`src/rtl/core/lir_pkg.sv`:
```
package lir_pkg;

  localparam int SAMPLE_BITS = 16;
  localparam int STEP_NUM    = 125;
  localparam int STEP_DEN    = 96;
  localparam int OFFSET_BITS = 7;

  // grid step walk: offset + STEP_NUM needs one more bit
  localparam int STEP_BITS   = OFFSET_BITS + 1;

  // prev + (cur - prev) * r / STEP_DEN
  localparam int DIFF_BITS   = SAMPLE_BITS + 1;
  localparam int ACC_BITS    = 24;
  // half LSB for rounding plus an offset that keeps the accumulator non-negative
  localparam int ROUND_BIAS  = STEP_DEN / 2 + STEP_DEN * (2 ** SAMPLE_BITS);

  // divide by STEP_DEN = 2^DEN_SHIFT * DEN_ODD
  localparam int DEN_SHIFT   = 5;
  localparam int DEN_ODD     = 3;
  localparam int QUOT_BITS   = ACC_BITS - DEN_SHIFT;
  localparam int RECIP_SHIFT = 21;
  localparam int RECIP       = (2 ** RECIP_SHIFT) / DEN_ODD + 1;
  localparam int PROD_BITS   = QUOT_BITS + RECIP_SHIFT;

  typedef logic signed [SAMPLE_BITS-1:0] sample_t;
  typedef logic [OFFSET_BITS-1:0]        offset_t;

endpackage

```
`src/rtl/core/lir_if.sv`:
```
interface lir_sample_if;
  logic              valid;
  logic              ready;
  lir_pkg::sample_t  sample_i;
  lir_pkg::sample_t  sample_q;

  modport source (output valid, output sample_i, output sample_q, input ready);
  modport sink (input valid, input sample_i, input sample_q, output ready);
endinterface

interface lir_result_if;
  logic              valid;
  logic              ready;
  lir_pkg::sample_t  out_i;
  lir_pkg::sample_t  out_q;

  modport source (output valid, output out_i, output out_q, input ready);
  modport sink (input valid, input out_i, input out_q, output ready);
endinterface

```
`src/rtl/core/lir_lerp.sv`:
```
// One channel of the interpolator: difference, multiply by offset,
// exact divide by STEP_DEN through a reciprocal multiply, add back.
module lir_lerp (
  input  logic              clk,
  input  logic              en,
  input  lir_pkg::sample_t  prev,
  input  lir_pkg::sample_t  cur,
  input  lir_pkg::offset_t  r,
  output lir_pkg::sample_t  result
);

  logic signed [lir_pkg::DIFF_BITS-1:0]   diff;
  lir_pkg::sample_t                       a1, a2, a3;
  logic signed [lir_pkg::DIFF_BITS-1:0]   d1;
  lir_pkg::offset_t                       r1;
  logic signed [lir_pkg::ACC_BITS-1:0]    scaled;
  logic [lir_pkg::ACC_BITS-1:0]           t2;
  logic [lir_pkg::QUOT_BITS-1:0]          y2;
  logic [lir_pkg::PROD_BITS-1:0]          p3_next;
  logic [lir_pkg::PROD_BITS-1:0]          p3;
  logic [lir_pkg::QUOT_BITS-1:0]          quot;

  assign diff = {cur[lir_pkg::SAMPLE_BITS-1], cur} - {prev[lir_pkg::SAMPLE_BITS-1], prev};

  assign scaled = d1 * $signed({1'b0, r1});
  assign y2 = t2[lir_pkg::ACC_BITS-1:lir_pkg::DEN_SHIFT];
  assign p3_next = y2 * lir_pkg::RECIP_SHIFT'(lir_pkg::RECIP);
  assign quot = p3[lir_pkg::RECIP_SHIFT +: lir_pkg::QUOT_BITS];

  always_ff @(posedge clk) begin
    if (en) begin
      a1 <= prev;
      d1 <= diff;
      r1 <= r;
      a2 <= a1;
      // wraps into range: the true sum is non-negative and below 2^ACC_BITS
      t2 <= $unsigned(scaled) + lir_pkg::ACC_BITS'(lir_pkg::ROUND_BIAS);
      a3 <= a2;
      p3 <= p3_next;
      // quot carries a +2^SAMPLE_BITS offset, which drops out mod 2^SAMPLE_BITS
      result <= a3 + lir_pkg::SAMPLE_BITS'(quot);
    end
  end

endmodule

```
`src/rtl/core/linear_interp_resampler_unit.sv`:
```
// Linear interpolation resampler, 96/125 rate (2.5 MS/s in, 1.92 MS/s out) for
// signed 16-bit I/Q. One sample transfer per clock is taken whenever the
// result register is free or being drained; each sample yields zero or one
// result, carried through v1, v2 and v3 into the result register. The first
// sample after reset only primes the previous-sample register. The datapath
// pipeline (difference and offset multiply, reciprocal multiply for the divide
// by 96, final add) advances as one unit and stops only while a result waits.
module linear_interp_resampler_unit (
  input  logic          clk,
  input  logic          rst,
  lir_sample_if.sink    samples,
  lir_result_if.source  results
);

  lir_pkg::sample_t  prev_i, prev_q;
  logic              have_prev;
  lir_pkg::offset_t  grid_offset;
  lir_pkg::offset_t  grid_offset_next;
  logic [lir_pkg::STEP_BITS-1:0] grid_step;
  logic              en, accept, emit;
  logic              v1, v2, v3;

  assign en = !results.valid || results.ready;
  assign samples.ready = en;
  assign accept = samples.valid && en;
  assign emit = have_prev && (grid_offset < lir_pkg::OFFSET_BITS'(lir_pkg::STEP_DEN));

  assign grid_step = {1'b0, grid_offset} + lir_pkg::STEP_BITS'(lir_pkg::STEP_NUM);

  always_comb begin
    grid_offset_next = grid_offset;
    if (!have_prev) begin
      grid_offset_next = '0;
    end else if (emit) begin
      // more than one grid point in one interval is dropped
      if (grid_step >= lir_pkg::STEP_BITS'(lir_pkg::STEP_DEN)) begin
        grid_offset_next = lir_pkg::OFFSET_BITS'(grid_step -
                                                 lir_pkg::STEP_BITS'(lir_pkg::STEP_DEN));
      end else begin
        grid_offset_next = '0;
      end
    end else begin
      grid_offset_next = grid_offset - lir_pkg::OFFSET_BITS'(lir_pkg::STEP_DEN);
    end
  end

  always_ff @(posedge clk) begin
    if (rst) begin
      prev_i <= '0;
      prev_q <= '0;
      have_prev <= 1'b0;
      grid_offset <= '0;
      v1 <= 1'b0;
      v2 <= 1'b0;
      v3 <= 1'b0;
      results.valid <= 1'b0;
    end else begin
      if (accept) begin
        prev_i <= samples.sample_i;
        prev_q <= samples.sample_q;
        have_prev <= 1'b1;
        grid_offset <= grid_offset_next;
      end
      if (en) begin
        v1 <= accept && emit;
        v2 <= v1;
        v3 <= v2;
        results.valid <= v3;
      end
    end
  end

  lir_lerp u_lerp_i (
    .clk    (clk),
    .en     (en),
    .prev   (prev_i),
    .cur    (samples.sample_i),
    .r      (grid_offset),
    .result (results.out_i)
  );

  lir_lerp u_lerp_q (
    .clk    (clk),
    .en     (en),
    .prev   (prev_q),
    .cur    (samples.sample_q),
    .r      (grid_offset),
    .result (results.out_q)
  );

  a_offset_range: assert property (@(posedge clk) disable iff (rst)
    grid_offset < lir_pkg::OFFSET_BITS'(lir_pkg::STEP_NUM))
    else $error("grid offset out of range");

  a_offset_primed: assert property (@(posedge clk) disable iff (rst)
    !have_prev |-> grid_offset == '0)
    else $error("grid offset nonzero before first sample");

  a_emit_enters: assert property (@(posedge clk) disable iff (rst)
    (accept && emit) |=> v1)
    else $error("result-bearing transfer lost at pipeline entry");

  a_result_source: assert property (@(posedge clk) disable iff (rst)
    $rose(results.valid) |-> $past(v3))
    else $error("result appeared without a pipeline item");

  a_no_first_result: assert property (@(posedge clk) disable iff (rst)
    (accept && !have_prev) |=> !v1)
    else $error("first sample produced a result");

endmodule
```
`src/flat_wrapper.sv`:
```
// flat-port wrapper written by rule: the top's interface ports become plain ports
module linear_interp_resampler_unit_flat 
  (clk, rst, samples_valid, samples_sample_i, samples_sample_q, samples_ready, results_valid, results_out_i, results_out_q, results_ready);
  lir_sample_if samples_i ();
  lir_result_if results_i ();
  input  logic clk;
  input  logic rst;
  input wire logic [$bits(samples_i.valid)-1:0] samples_valid;
  input wire logic [$bits(samples_i.sample_i)-1:0] samples_sample_i;
  input wire logic [$bits(samples_i.sample_q)-1:0] samples_sample_q;
  output wire logic [$bits(samples_i.ready)-1:0] samples_ready;
  output wire logic [$bits(results_i.valid)-1:0] results_valid;
  output wire logic [$bits(results_i.out_i)-1:0] results_out_i;
  output wire logic [$bits(results_i.out_q)-1:0] results_out_q;
  input wire logic [$bits(results_i.ready)-1:0] results_ready;
  assign samples_i.valid = samples_valid;
  assign samples_i.sample_i = samples_sample_i;
  assign samples_i.sample_q = samples_sample_q;
  assign samples_ready = samples_i.ready;
  assign results_valid = results_i.valid;
  assign results_out_i = results_i.out_i;
  assign results_out_q = results_i.out_q;
  assign results_i.ready = results_ready;
  linear_interp_resampler_unit u_core (.clk(clk), .rst(rst), .samples(samples_i), .results(results_i));
endmodule
```
`config.mk`:
```
export PLATFORM = sky130hd
export DESIGN_NAME = linear_interp_resampler_unit_flat
export DESIGN_NICKNAME = d
export VERILOG_FILES = /design/src/rtl/core/lir_pkg.sv /design/src/rtl/core/lir_if.sv /design/src/rtl/core/lir_lerp.sv /design/src/rtl/core/linear_interp_resampler_unit.sv /design/src/flat_wrapper.sv
export SDC_FILE = /design/constraint.sdc
export NUM_CORES = 2
export LEC_CHECK = 0
export BUFFER_PORTS_ARGS = -buffer_cell sky130_fd_sc_hd__buf_2
export CAP_MARGIN = 20
export CORE_MARGIN = 1.5
export CORE_UTILIZATION = 65
export CTS_BUF_LIST = sky130_fd_sc_hd__clkbuf_8
export CTS_CLUSTER_DIAMETER = 150
export DETAILED_ROUTE_END_ITERATION = 12
export PLACE_DENSITY_LB_ADDON = 0.3
export SETUP_SLACK_MARGIN = 0.2
export SLEW_MARGIN = 20
export SYNTH_ARGS = -nofsm -noshare
export SYNTH_HDL_FRONTEND = slang
export SYNTH_SLANG_ARGS = --single-unit
```
`constraint.sdc`:
```
create_clock -name clk -period 9.2 [get_ports clk]
set_input_delay 0.46 -clock clk [delete_from_list [all_inputs] [get_ports clk]]
set_output_delay 0.46 -clock clk [all_outputs]
set_load 0.02 [all_outputs]
```
==> impl_results.md <==
- CTS Buf Count: 49
- Final std cell area, no fill: 32600 um2
- Worst Setup Start Kind: register
- Port-buffer cells: 69
- Final WL: 61900 um
- Gr ovfl total: 0
- Net count reported at finish: 3858
- Share of the synthesized area in the top cell type: 25.5%
- Starting density of the core: 65.7%
- Leading area contributor after synthesis: fa_1
- CTS root buffer: clkbuf_8
- Hold buffer count at cts: 0
- Hold/Removal Path Class: primary input to register
- Critical setup path kind: register to register
- Crit. End Element: register
- Post-route clock period utilization: 65.8%
- #FFs+latches synth: 283
- Share of layout cells above drive strength 1: 5.26%
- Setup WS pre-CTS: 3.11 ns
- Mapped Area: 30500 um2
- Unique masters post-synth: 64
- Worst-Margin Slew: 1.15 ns
- Final setup fails: 0
- First-pass GRT wire length: 101000 um
- Final Max Slew Viols: 0
- Initial DRC count: 1276
- Die Ht: 220 um
- CP Max Fanout: 6
- Drt first pass iters: 5
- H-tree Lvls: 2
- I/O pin cnt: 70
- F_max: 165 MHz
- Mean Syn Cell Area: 10.5 um2
- HPWL after detailed placement: 50600 um
- Number of synthesis warnings: 0
- Global placer's final weighted congestion: 0.941
- Worst Path Required: 9.60 ns
- Total Routing Usage GR: 26.6%
- Later-pin clock latency in the skew report: 0.65 ns
- Asr flop ratio synth: 0%
- DRC violations left: 0
- CTS max path bufs: 3
- Top_reg_cell synth: edfxtp_1
- TritonCTS clock tree: done
- Synth-to-layout area growth: 6.72%
- Minimum hold slack: 0.0998 ns
- Synth Net Count: 3769
- Relative slew margins: 23.5%
- Vias per cell: 5.49
- Worst Clk Skew: 0.0429 ns
- CP Data Arrival Time: 6.45 ns
- Largest net degree at the start of global routing: 144
- Max_cap viols: 0
- Post-DP Area: 31500 um2
- Final ANT Viol Nets: 0
- ANT cells: 0
- Drt wl/cell: 17.0 um
- Core region area: 46500 um2
- Synth Instances: 2916
- Total vias in the final route: 20000
- Number of flops mapped to enable cells by yosys: 239
- Total clock sinks: 283
- Post CTS Setup Buffer Count: 0
- Die W: 220 um
- Top cells by area, synth: fa_1, edfxtp_1, ha_1
- Row cnt: 79
- Post-CTS Resized: 0
- Min cycle time layout: 6.06 ns
- Status: finished clean
- Initial antenna violation count: 0
- DIE AREA: 48300 um2
- Unrepaired setup endpoints after global routing: no
- Worst setup margin: 3.14 ns
- Register area share after synthesis: 26.4%
- Setup TNS Final: 0 ns
- Fin. Hold Viols: 0
- Vias in the first global route: 21100
- Clock slew at reported path FFs: 0.06 ns
==> per-stage QoR <==
stage               util [%]  cells
finish                  70.1   3649
detailed placement      67.9   3559
floorplan                  -   2916
CTS                     70.0   3647
global route            70.1   3649
global placement        67.9   3559
==> critical path, cell delays in order (launching register included) <==
cell and delay (ns):
edfxtp_1 0.46, ha_1 0.39, fa_1 0.56, inv_1 0.11
fa_1 0.60, fa_1 0.52, inv_1 0.05, fa_1 0.47
inv_1 0.05, fa_1 0.47, inv_1 0.04, ha_1 0.29
nand4_1 0.14, nor3_1 0.19, a22oi_1 0.11, a31oi_1 0.44
o21ai_2 0.20, a2111oi_0 0.47, o21a_1 0.21, a31oi_1 0.04
==> layout by cell type, fill, tap and decap left out, drive strengths merged, types with 29 or more instances in the layout <==
cell / n
a21o: 55
a21oi: 144
and2: 206
buf: 74
clkbuf: 51
dfxtp: 44
edfxtp: 239
fa: 389
ha: 428
inv: 697
nand2: 151
nor2: 79
nor3: 29
o21ai: 61
xnor2: 105
xor2: 31
==> cells in the mapped netlist, types with 31 or more instances <==
library cell	n
edfxtp_1	239
clkbuf_1	35
nand2_1	151
xnor2_1	105
inv_1	685
nor2_1	79
fa_1	389
o21ai_0	58
ha_1	428
xor2_1	31
a21o_1	55
dfxtp_1	44
a21oi_1	142
and2_1	206
==> state kept, by name, summed over array words and instances, names as in the netlist, 17 cells and up <==
name	cells
u_core.u_lerp_i.d1	17
u_core.u_lerp_i.t2	19
u_core.u_lerp_q.d1	17
u_core.u_lerp_q.t2	19
==> cell type report <==
| class | instances | area, um2 |
|---|---|---|
| multi-input combinational | 1912 | 19800 |
| fill | 3399 | 13900 |
| sequential | 283 | 8060 |
| inverter | 685 | 2580 |
| tap | 607 | 759 |
| clock buffer | 51 | 702 |
| timing repair buffer | 74 | 435 |
| clock inverter | 37 | 280 |
==> path summary, 6_finish.rpt <==
kind	to	depth (start not counted)	slack, ns	start
hold reg to reg	u_core.u_lerp_i.a3[13]$_DFFE_PN_	0	0.39	u_core.u_lerp_i.a2[13]$_DFFE_PN_
setup / recovery	u_core.u_lerp_q.p3[33]$_DFFE_PN_	19	3.14	u_core.u_lerp_q.t2[11]$_DFFE_PN_
setup reg to reg	u_core.u_lerp_q.p3[33]$_DFFE_PN_	19	3.14	u_core.u_lerp_q.t2[11]$_DFFE_PN_
hold / removal	u_core.prev_q[9]$_SDFFE_PP0P_	3	0.1	samples_sample_q[9]
==> metal layers <==
metal / vias to the layer above / wire, um / share of wire [%] / track usage (%)
met3: 106 / 3600 / 5.8 / 4.57
met1: 9893 / 28300 / 46 / 36.7
met4: 0 / 1410 / 2.3 / 7.62
met2: 488 / 28600 / 46 / 43.6
li1: 9562 / - / - / -
met5: - / 0 / 0 / 0
==> logic make-up (layout without fill, tap and decap cells) <==
logic type / after synthesis / after routing / synth area share [%]
DFF: 283 / 283 / 26.4
xor gates and xnor gates: 136 / 136 / 3.90
adders and majority gates: 817 / 817 / 43.0
AOI/OAI and AO/OA: 373 / 373 / 7.82
and+or+nand+nor: 586 / 586 / 9.97
buffers and inverters: 721 / 847 / 8.86
Power is left out: the tool's default activity adds up to more than one toggle a clock period on the data nets, which glitch-free logic cannot reach.
